<file path="src/rtl/core/rdd_pkg.sv">
// Shared types and constants of the relocation delta decoder.
package rdd_pkg;

   localparam int unsigned BYTE_W  = 8;
   localparam int unsigned WORD_W  = 32;
   localparam int unsigned COUNT_W = 31;
   localparam int unsigned STAT_W  = 2;

   localparam logic [WORD_W-1:0]  START_POS = 32'hFFFF_FFFC;
   localparam logic [WORD_W-1:0]  POS_BIAS  = 32'd4;
   localparam logic [COUNT_W-1:0] COUNT_MAX = 31'h7FFF_FFFF;
   localparam logic [BYTE_W-1:0]  LONG_LEAD = 8'hF0;

   // Result status codes
   typedef enum logic [STAT_W-1:0] {
      ST_OFFSET  = 2'd0,
      ST_END     = 2'd1,
      ST_OVERLAP = 2'd2,
      ST_RANGE   = 2'd3
   } status_type;

   // Byte position within one encoded delta
   typedef enum logic [6:0] {
      PH_LEAD   = 7'b000_0001,
      PH_EXT_LO = 7'b000_0010,
      PH_EXT_HI = 7'b000_0100,
      PH_W0     = 7'b000_1000,
      PH_W1     = 7'b001_0000,
      PH_W2     = 7'b010_0000,
      PH_W3     = 7'b100_0000
   } phase_type;

   // What the assembled byte asks of the position tracker
   typedef struct packed {
      logic              apply;
      logic              finish;
      logic [WORD_W-1:0] delta;
   } cmd_type;

endpackage

</file>
<file path="src/rtl/core/rdd_byte_asm.sv">
// Assembles lead, extension and long-form bytes into complete deltas.
module rdd_byte_asm
   import rdd_pkg::*;
(
   input  logic              clock,
   input  logic              reset,
   input  logic              step,
   input  logic              halt,
   input  logic [BYTE_W-1:0] stream_byte,
   output cmd_type           cmd
);

   phase_type         phase_ff, phase_in;
   logic [WORD_W-1:0] accum_ff, accum_in;
   logic [WORD_W-1:0] ext_word;

   assign ext_word = accum_ff | {16'd0, stream_byte, 8'd0};

   always_comb begin
      phase_in   = phase_ff;
      accum_in   = accum_ff;
      cmd.apply  = 1'b0;
      cmd.finish = 1'b0;
      cmd.delta  = ext_word;
      unique case (phase_ff)
         PH_LEAD: begin
            cmd.delta = {24'd0, stream_byte};
            if (stream_byte == '0) begin
               cmd.finish = 1'b1;
               accum_in   = '0;
            end else if (stream_byte < LONG_LEAD) begin
               cmd.apply = 1'b1;
               accum_in  = '0;
            end else begin
               accum_in = {12'd0, stream_byte[3:0], 16'd0};
               phase_in = PH_EXT_LO;
            end
         end
         PH_EXT_LO: begin
            accum_in = accum_ff | {24'd0, stream_byte};
            phase_in = PH_EXT_HI;
         end
         PH_EXT_HI: begin
            // zero extension escapes to a full 32-bit delta
            if (ext_word == '0) begin
               accum_in = '0;
               phase_in = PH_W0;
            end else begin
               cmd.apply = 1'b1;
               accum_in  = '0;
               phase_in  = PH_LEAD;
            end
         end
         PH_W0: begin
            accum_in = accum_ff | {24'd0, stream_byte};
            phase_in = PH_W1;
         end
         PH_W1: begin
            accum_in = accum_ff | {16'd0, stream_byte, 8'd0};
            phase_in = PH_W2;
         end
         PH_W2: begin
            accum_in = accum_ff | {8'd0, stream_byte, 16'd0};
            phase_in = PH_W3;
         end
         PH_W3: begin
            cmd.delta = accum_ff | {stream_byte, 24'd0};
            cmd.apply = 1'b1;
            accum_in  = '0;
            phase_in  = PH_LEAD;
         end
         default: begin
            phase_in = PH_LEAD;
            accum_in = '0;
         end
      endcase
      if (!step || halt) begin
         phase_in   = phase_ff;
         accum_in   = accum_ff;
         cmd.apply  = 1'b0;
         cmd.finish = 1'b0;
      end
   end

   always_ff @(posedge clock) begin
      if (reset) begin
         phase_ff <= PH_LEAD;
         accum_ff <= '0;
      end else begin
         phase_ff <= phase_in;
         accum_ff <= accum_in;
      end
   end

endmodule

</file>
<file path="src/rtl/core/rdd_reloc_apply.sv">
// Tracks the running position and count, checks each delta, registers the result.
module rdd_reloc_apply
   import rdd_pkg::*;
(
   input  logic               clock,
   input  logic               reset,
   input  logic               advance,
   input  cmd_type            cmd,
   input  logic               csr_wr_en,
   input  logic [WORD_W-1:0]  csr_wr_data,
   output logic               halt,
   output logic               rsp_valid,
   output status_type         rsp_status,
   output logic [WORD_W-1:0]  rsp_offset,
   output logic [COUNT_W-1:0] rsp_count
);

   logic [WORD_W-1:0]  image_size_ff;
   logic [WORD_W-1:0]  position_ff, position_in;
   logic [COUNT_W-1:0] count_ff, count_in;
   logic               halt_ff, halt_in;
   logic               rsp_valid_ff, rsp_valid_in;
   status_type         status_ff, status_in;
   logic [WORD_W-1:0]  offset_ff, offset_in;
   logic [COUNT_W-1:0] rcount_ff, rcount_in;
   logic [WORD_W-1:0]  next_pos;
   logic               overlap;
   logic               outside;

   assign next_pos = position_ff + cmd.delta;
   // deltas 0..3 and anything negative as signed overlap the previous fixup
   assign overlap  = cmd.delta[WORD_W-1] || (cmd.delta[WORD_W-2:2] == '0);
   assign outside  = (next_pos + POS_BIAS) > image_size_ff;

   always_comb begin
      position_in  = position_ff;
      count_in     = count_ff;
      halt_in      = halt_ff;
      rsp_valid_in = rsp_valid_ff;
      status_in    = status_ff;
      offset_in    = offset_ff;
      rcount_in    = rcount_ff;
      if (advance) begin
         rsp_valid_in = cmd.apply || cmd.finish;
         offset_in    = '0;
         rcount_in    = count_ff;
         status_in    = ST_END;
         if (cmd.finish) begin
            position_in = START_POS;
            count_in    = '0;
         end else if (overlap) begin
            status_in = ST_OVERLAP;
            halt_in   = halt_ff || cmd.apply;
         end else if (outside) begin
            status_in = ST_RANGE;
            halt_in   = halt_ff || cmd.apply;
         end else if (cmd.apply) begin
            status_in   = ST_OFFSET;
            position_in = next_pos;
            offset_in   = next_pos;
            count_in    = (count_ff == COUNT_MAX) ? count_ff : count_ff + 1'b1;
            rcount_in   = count_in;
         end
      end
   end

   always_ff @(posedge clock) begin
      if (reset) begin
         image_size_ff <= '1;
         position_ff   <= START_POS;
         count_ff      <= '0;
         halt_ff       <= 1'b0;
         rsp_valid_ff  <= 1'b0;
      end else begin
         if (csr_wr_en) begin
            image_size_ff <= csr_wr_data;
         end
         position_ff  <= position_in;
         count_ff     <= count_in;
         halt_ff      <= halt_in;
         rsp_valid_ff <= rsp_valid_in;
      end
   end

   always_ff @(posedge clock) begin
      status_ff <= status_in;
      offset_ff <= offset_in;
      rcount_ff <= rcount_in;
   end

   assign halt       = halt_ff;
   assign rsp_valid  = rsp_valid_ff;
   assign rsp_status = status_ff;
   assign rsp_offset = offset_ff;
   assign rsp_count  = rcount_ff;

   a_halt_sticky: assert property (@(posedge clock) disable iff (reset)
      halt_ff |=> halt_ff)
      else $error("error halt cleared without reset");

   a_error_halts: assert property (@(posedge clock) disable iff (reset)
      rsp_valid_ff && (status_ff == ST_OVERLAP || status_ff == ST_RANGE) |-> halt_ff)
      else $error("error reported without halting");

   a_offset_is_position: assert property (@(posedge clock) disable iff (reset)
      rsp_valid_ff && status_ff == ST_OFFSET |-> offset_ff == position_ff)
      else $error("reported offset differs from running position");

   a_end_rearms: assert property (@(posedge clock) disable iff (reset)
      advance && cmd.finish |=> position_ff == START_POS && count_ff == '0)
      else $error("end of list did not rearm position and count");

endmodule

</file>
<file path="src/rtl/core/reloc_delta_decoder.sv">
// Relocation delta decoder: compressed byte stream in, absolute offsets out.
//
// req_* carries one stream byte per transfer. rsp_* carries zero or one
// result per byte: an absolute offset, an end-of-list marker with the
// count, or an overlap/range error. After an error the block drops every
// further byte without a result until reset.
// csr_wr_en / csr_wr_data write the image size; write only while idle.
// A byte passes through one input register and then one result register.
// Throughput: one byte per cycle while the receiver does not stall; the
// delta add and image-size compare are combinational.
// The input register keeps taking a byte while a finished result waits on
// a stalled receiver; with both registers full req_tready drops until the
// receiver takes the result.
// Reset (synchronous, active high) empties both registers, sets the image
// size to all ones, the position to -4, the count to zero and clears the
// error halt.
module reloc_delta_decoder
   import rdd_pkg::*;
(
   input  logic              clock,
   input  logic              reset,
   input  logic              req_tvalid,
   output logic              req_tready,
   input  logic [7:0]        req_tdata,   // [7:0] stream_byte
   output logic              rsp_tvalid,
   input  logic              rsp_tready,
   output logic [71:0]       rsp_tdata,   // [1:0] status, [33:2] reloc_offset,
                                          // [64:34] reloc_count, [71:65] zero
   input  logic              csr_wr_en,
   input  logic [WORD_W-1:0] csr_wr_data
);

   logic               in_valid_ff, in_valid_in;
   logic [BYTE_W-1:0]  in_byte_ff;
   logic               advance;
   logic               step;
   logic               halt;
   cmd_type            cmd;
   status_type         status;
   logic [WORD_W-1:0]  offset;
   logic [COUNT_W-1:0] count;

   assign advance    = !rsp_tvalid || rsp_tready;
   assign step       = in_valid_ff && advance;
   assign req_tready = !in_valid_ff || advance;

   always_comb begin
      in_valid_in = in_valid_ff;
      if (req_tvalid && req_tready) begin
         in_valid_in = 1'b1;
      end else if (step) begin
         in_valid_in = 1'b0;
      end
   end

   always_ff @(posedge clock) begin
      if (reset) begin
         in_valid_ff <= 1'b0;
      end else begin
         in_valid_ff <= in_valid_in;
      end
   end

   always_ff @(posedge clock) begin
      if (req_tvalid && req_tready) begin
         in_byte_ff <= req_tdata;
      end
   end

   rdd_byte_asm u_asm (
      .clock       (clock),
      .reset       (reset),
      .step        (step),
      .halt        (halt),
      .stream_byte (in_byte_ff),
      .cmd         (cmd)
   );

   rdd_reloc_apply u_apply (
      .clock       (clock),
      .reset       (reset),
      .advance     (advance),
      .cmd         (cmd),
      .csr_wr_en   (csr_wr_en),
      .csr_wr_data (csr_wr_data),
      .halt        (halt),
      .rsp_valid   (rsp_tvalid),
      .rsp_status  (status),
      .rsp_offset  (offset),
      .rsp_count   (count)
   );

   assign rsp_tdata = {7'd0, count, offset, status};

endmodule

</file>
<file path="config.mk">
export PLATFORM = sky130hd
export DESIGN_NAME = reloc_delta_decoder
export DESIGN_NICKNAME = d
export VERILOG_FILES = /design/src/rtl/core/rdd_pkg.sv /design/src/rtl/core/rdd_byte_asm.sv /design/src/rtl/core/rdd_reloc_apply.sv /design/src/rtl/core/reloc_delta_decoder.sv
export SDC_FILE = /design/constraint.sdc
export NUM_CORES = 1
export LEC_CHECK = 0
export ABC_AREA = 1
export BUFFER_PORTS_ARGS = -buffer_cell sky130_fd_sc_hd__buf_2
export CELL_PAD_IN_SITES_DETAIL_PLACEMENT = 0
export CELL_PAD_IN_SITES_GLOBAL_PLACEMENT = 1
export CORE_ASPECT_RATIO = 1.5
export CORE_MARGIN = 2
export CORE_UTILIZATION = 38
export DETAILED_ROUTE_END_ITERATION = 8
export GPL_ROUTABILITY_DRIVEN = 0
export PLACE_DENSITY = 0.69
export REMOVE_ABC_BUFFERS = 1
export SLEW_MARGIN = 20
export SYNTH_ARGS = -nofsm -noshare
export SYNTH_HDL_FRONTEND = slang
export SYNTH_SLANG_ARGS = --single-unit
</file>
<file path="constraint.sdc">
create_clock -name clock -period 13.4 [get_ports clock]
set_input_delay 1.34 -clock clock [delete_from_list [all_inputs] [get_ports clock]]
set_output_delay 1.34 -clock clock [all_outputs]
set_load 0.01 [all_outputs]
</file>
### After elaboration in Yosys (flattened, before gate mapping)

Cells that the tools add are included.

| word-level totals | value |
|---|---|
| register bits after elaboration | 210 |
| bits of input ports | 45 |
| output and inout port bits | 74 |
| word-level logic and storage cells | 90 |

| cells by class | value |
|---|---|
| add/sub/neg operators | 3 |
| order comparisons | 2 |
| eq/ne operators | 12 |
| muxes and demuxes | 32 |
| bitwise gates (word level) | 7 |
| reductions and logical operators | 22 |

Operator list:

| kind | number |
|---|---|
| 31-bit 2-to-1 mux | 6 |
| 32-bit 2-to-1 mux | 5 |
| 32-bit case mux with 4 select lines | 1 |
| 32-bit case mux with 2 select lines | 1 |
| 7-bit case mux with 6 select lines | 1 |
| 32-bit by 3-bit adder with 32-bit output (second input constant) | 1 |
| 32-bit adder | 1 |
| 32-bit greater-than comparator | 1 |
| 32-bit logical NOT | 1 |
| 32-bit by 16-bit bitwise OR with 32-bit output | 1 |
| 32-bit by 24-bit bitwise OR with 32-bit output | 1 |
| 32-bit bitwise OR | 1 |
| 32-bit by 8-bit bitwise OR with 32-bit output | 1 |
| 31-bit by 1-bit adder with 31-bit output (second input constant) | 1 |
| 31-bit == test (second input constant) | 1 |
| 29-bit logical NOT | 1 |
| 20-bit 2-to-1 mux | 1 |
| 7-bit 2-to-1 mux | 2 |
| 1-bit 2-to-1 mux | 10 |
| 8-bit logical NOT | 1 |
| 8-bit less-than comparator (second input constant) | 1 |
| 7-bit by 1-bit == test with 1-bit output (second input constant) | 1 |
| 7-bit by 2-bit == test with 1-bit output (second input constant) | 1 |
| 7-bit by 3-bit == test with 1-bit output (second input constant) | 1 |
| other kinds (18) | 35 |

### Longest topological paths before layout

| depth | value |
|---|---|
| depth in word-level cells | 10 |
| mapped depth | 42 |
| mapped depth without buffers | 42 |

### Hierarchy

Synthesis repeated with hierarchy kept, for this count alone.

| unflattened totals | value |
|---|---|
| cells, all modules | 2003 |
| area, all modules | 13514.2 µm² |

By module, submodules not included:

| module | times used | cells each | area an instance (µm²) | sequential area each (µm²) |
|---|---|---|---|---|
| rdd_reloc_apply | 1 | 1649 | 11192.0 | 3893.7 |
| rdd_byte_asm | 1 | 329 | 1960.6 | 620.6 |
| reloc_delta_decoder | 1 | 25 | 361.6 | 260.2 |

### Worst setup path before layout

OpenSTA, ideal clock, no wires.

| timing path | value |
|---|---|
| kind | flip-flop to flip-flop |
| start point | register u_asm.phase_ff[5] |
| end point | register u_apply.rcount_ff[20], in the netlist u_apply.rsp_count[20], data pin |
| library setup time | 264 ps |
| arrival | 5035 ps |
| required time | 13136 ps |
| setup slack | 8100 ps |
| cell stages (with the launch flop) | 39 |
| path buffers | 2 |
| period minus slack after synthesis | 5300 ps |
| path through | dfxtp_1 > inv_2 > nand2_2 > nor2_8 > nand2_4 > inv_6 > clkbuf_1 > o21ai_0 > ha_1 > inv_1 > fa_1 > nand3b_1 > nand2_1 > nand2_1 > nand2_1 > nand2_1 > nand2_1 > nand3_1 > (+3 left out) > nand3_2 > nor2_4 > nand2_1 > nand2_1 > nand2_1 > ha_1 > nand2_1 > nor2_1 > nand2_1 > nor4_1 > nand4_1 > nand2_1 > nand2_1 > nor2_4 > buf_4 > nand3_1 > nand3_1 > o21ai_0 |

| on the way | value |
|---|---|
| word-level cells in the longest chain between the ends | 8 |
| elaborated cells between the ends (all ways) | 16 |
| those cells by class | 2 x add/sub; 1 x order compare; 3 x eq/ne; 8 x mux; 2 x reduce/logical |

Ends and longest elaborated chain:

| element | RTL line | source |
|---|---|---|
| start: declaration | rdd_byte_asm.sv:13 | `phase_type phase_ff, phase_in;` |
| start signal: assignment | rdd_byte_asm.sv:90 | `phase_ff <= phase_in;` |
| 7-bit == test / 7-bit by 1-bit == test with 1-bit output (equally long branches) | rdd_byte_asm.sv:25 | `unique case (phase_ff)` |
| 32-bit case mux with 2 select lines | rdd_byte_asm.sv:25 |  |
| 32-bit adder | rdd_reloc_apply.sv:30 | `assign next_pos = position_ff + cmd.delta;` |
| 32-bit by 3-bit adder with 32-bit output | rdd_reloc_apply.sv:33 | `assign outside = (next_pos + POS_BIAS) > image_size_ff;` |
| 32-bit greater-than comparator | rdd_reloc_apply.sv:33 |  |
| 31-bit 2-to-1 mux | rdd_reloc_apply.sv:54 | `end else if (outside) begin` |
| 31-bit 2-to-1 mux | rdd_reloc_apply.sv:51 | `end else if (overlap) begin` |
| 31-bit 2-to-1 mux (*) | rdd_reloc_apply.sv:48 | `if (cmd.finish) begin` |
| end signal: assignment | rdd_reloc_apply.sv:88 | `rcount_ff <= rcount_in;` |
| end: declaration | rdd_reloc_apply.sv:25 | `logic [COUNT_W-1:0] rcount_ff, rcount_in;` |

Mark *: on every way between the ends. The rest lies on a longest branch, timed or not.
A chain may end at the register's enable or synchronous reset.

### Worst setup path after layout

| timing path | value |
|---|---|
| start point | register u_asm.phase_ff[4] |
| end point | register u_apply.rcount_ff[1], in the netlist u_apply.rsp_count[1], data pin |

The elaborated chain is that of the path after synthesis.

==> metrics <==
outcome=complete, no violations; most common cell in the netlist=nand2_1; PostCTS Resize Cnt=0; NumNets Final=2,011; most frequent CP cell=nand2_1; Max FO, Critical Path=42; EDFF count, synth=73; count of final hold-check violations=0; Max Fclk=0.137 GHz; Starting Density=38.6%; I/O Pins=119; Synth Cell Area=12,900 um^2; Detail Route met2 WL=20,500 um; Setup crit end kind=register; Slew HR=32.2%; setup bufs post-CTS=0; CP startpoint=u_asm.phase_ff[4]; Syn Inst Count=about 1,800; die area=35,500 um^2; Main synth FF type=dfxtp_1; min Tclk post-route=7310 ps; WS Path Type=reg -> reg; depth of the most critical reg-to-reg path=39; setup_tns=0 ps; FP Rows=82; Critical Path RT=13,650 ps; DRT Pass-1 Iters=5; WP data arrival=7560 ps; crit start category=register; Final Setup Violations=0; dpl cells=2,296; layout cells sized above 1=12.8%; max_cap viols=0; fin. max-slew vios=0; vias per cell=roughly 5.0; period utilization=54.5%; Cell variety after synth=51; dpl hpwl=just over 30,000 um; register area share after synthesis=37.0%; top cells by area, synth=dfxtp_1, edfxtp_1, nand2_1; Clock Tree Buf Depth=3; via count=11,704; Synth Register Bits=202; wl on met1=roughly 15,000 um; final worst clock skew=14.1 ps; CTS tree=done; clk_lat worst skew=540 ps; syn_area_per_cell=7.13 um^2; Post-DRT Antenna Nets=0; RSZ-0062 raised after global routing=no; Wirelength per Cell=16.6 um; die width=154 um; Worst-Margin Slew=~1000 ps; top layer in use=met4; Yosys warnings=0; Post-Layout Cell Count=2,336; Place WS=around 6000 ps; CP max stage delay=750 ps; vias in the first global route=11,517; first-pass GRT wire length=60,400 um; CP Capture Point=u_apply.rsp_count[1]; slowest cell on the critical path=nor2_4; Die H=230 um; GRT Overall Usage=between 20% and 30%; Post-route DRC=0; met3 wire len=1180 um; DRT iter0 DRCs=509; Root Driver=clkbuf_16; H-tree levels=1; Area Overhead vs Synth=12.2%; final WL=38,900 um; end of the worst register-to-register path=u_apply.rsp_count[1]; Buffers on Ports=~110; Final Worst Setup Slack=6090 ps; grt ovf=0; hold buffers post-CTS=0; clock sink total=a little over 200; Synth async-reset ratio=0%; pin count of the biggest net entering global routing=79; flop-to-flop setup slack=between 6000 and 7000 ps; Worst Hold Class=reg -> reg; clock slew at reported path FFs=60 ps; Diodes inserted=0; area leader, netlist=dfxtp_1; Inserted Clock Buffers=22; Reg2Reg Launch Point=u_asm.phase_ff[4]; initial antenna violation count=0; top cells by count, synth=nand2_1, inv_1, nor2_1; Core Footprint=33,400 um^2; area share of the largest cell type after synthesis=20.0%
## cell type report
class                      count  area [um^2]
inverter                     261          985
clock buffer                  33          694
sequential                   202         4770
multi-input combinational   1296         6850
clock inverter                 7         51.3
fill                        3563        19000
tap                          420          526
timing repair buffer         117          601
## critical path: cells and delay by family (launching register included)
kind / cells / cell delay, ps
compound gates: 2 / 220
simple gates: 30 / 5180
fa+ha+maj: 3 / 840
buf+inv: 4 / 450
flops: 1 / 300
## kinds of logic after synthesis
group	after synthesis	share of synthesized area (%)
xor gates and xnor gates	21	1.48
other	1	0.0291
buffers and inverters	317	10.1
DFF	202	37.0
AOI/OAI and AO/OA	292	13.4
and+or+nand+nor	910	31.4
adders and majority gates	66	6.46
## stage by stage
| stage | hold WS [ps] | util, % | instance area, um^2 |
|---|---|---|---|
| 6_report | 460 | 43.3 | 14500 |
| 5_1_grt | 485 | 43.3 | 14500 |
| 4_1_cts | 461 | 43.3 | 14500 |
| 3_5_place_dp | 452 | 41.1 | 13700 |
| 3_3_place_gp | 445 | 41.1 | 13700 |
| 2_1_floorplan | 430 | - | 12600 |
## layer usage
metal  vias to the layer above  track usage (%)
li1                       6081                -
met1                      5332             23.3
met2                       218             41.6
met3                        73             2.15
met4                         0             10.0
met5                         -                0
## placed cells by master (no fill, tap or decap), types with 7 or more instances in the layout
cell type	Yosys	layout
clkbuf_16	0	24
edfxtp_1	73	73
conb_1	1	7
nor3_1	18	18
buf_2	8	111
nand2_2	10	10
dfxtp_1	129	129
nand3_2	6	7
o211ai_2	27	27
nor2_1	239	239
inv_1	252	251
o21ai_0	114	114
nand3_1	134	133
o21ai_1	9	9
nand4_1	39	39
ha_1	65	65
a21oi_1	120	120
xor2_1	17	17
nor2_4	11	11
inv_2	8	9
nand2_1	416	416
nand2_4	9	9
## worst min path at each step
stage	start	depth (start not counted)	end	slack [ps]
after floorplan	u_apply.halt	2	u_apply.halt	430
after global placement	u_apply.halt	2	u_apply.halt	440
after detailed placement	u_apply.halt	2	u_apply.halt	450
after CTS	u_apply.halt	2	u_apply.halt	460
after global routing	u_apply.halt	2	u_apply.halt	480
final	u_apply.halt	2	u_apply.halt	460
## state kept, by name, summed over array words and instances, names as in the netlist
name,cells
u_apply.image_size_ff,32
u_apply.halt,1
u_apply.rsp_valid,1
u_apply.count_ff,31
u_asm.accum_ff,24
u_apply.rsp_count,31
u_apply.position_ff,32
u_asm.phase_ff,7
in_byte_ff,8
u_apply.rsp_offset,32
u_apply.rsp_status,2
in_valid_ff,1
Power is not shown: default switching activity piles up to over one toggle a cycle in this logic, so the estimate is an artifact.
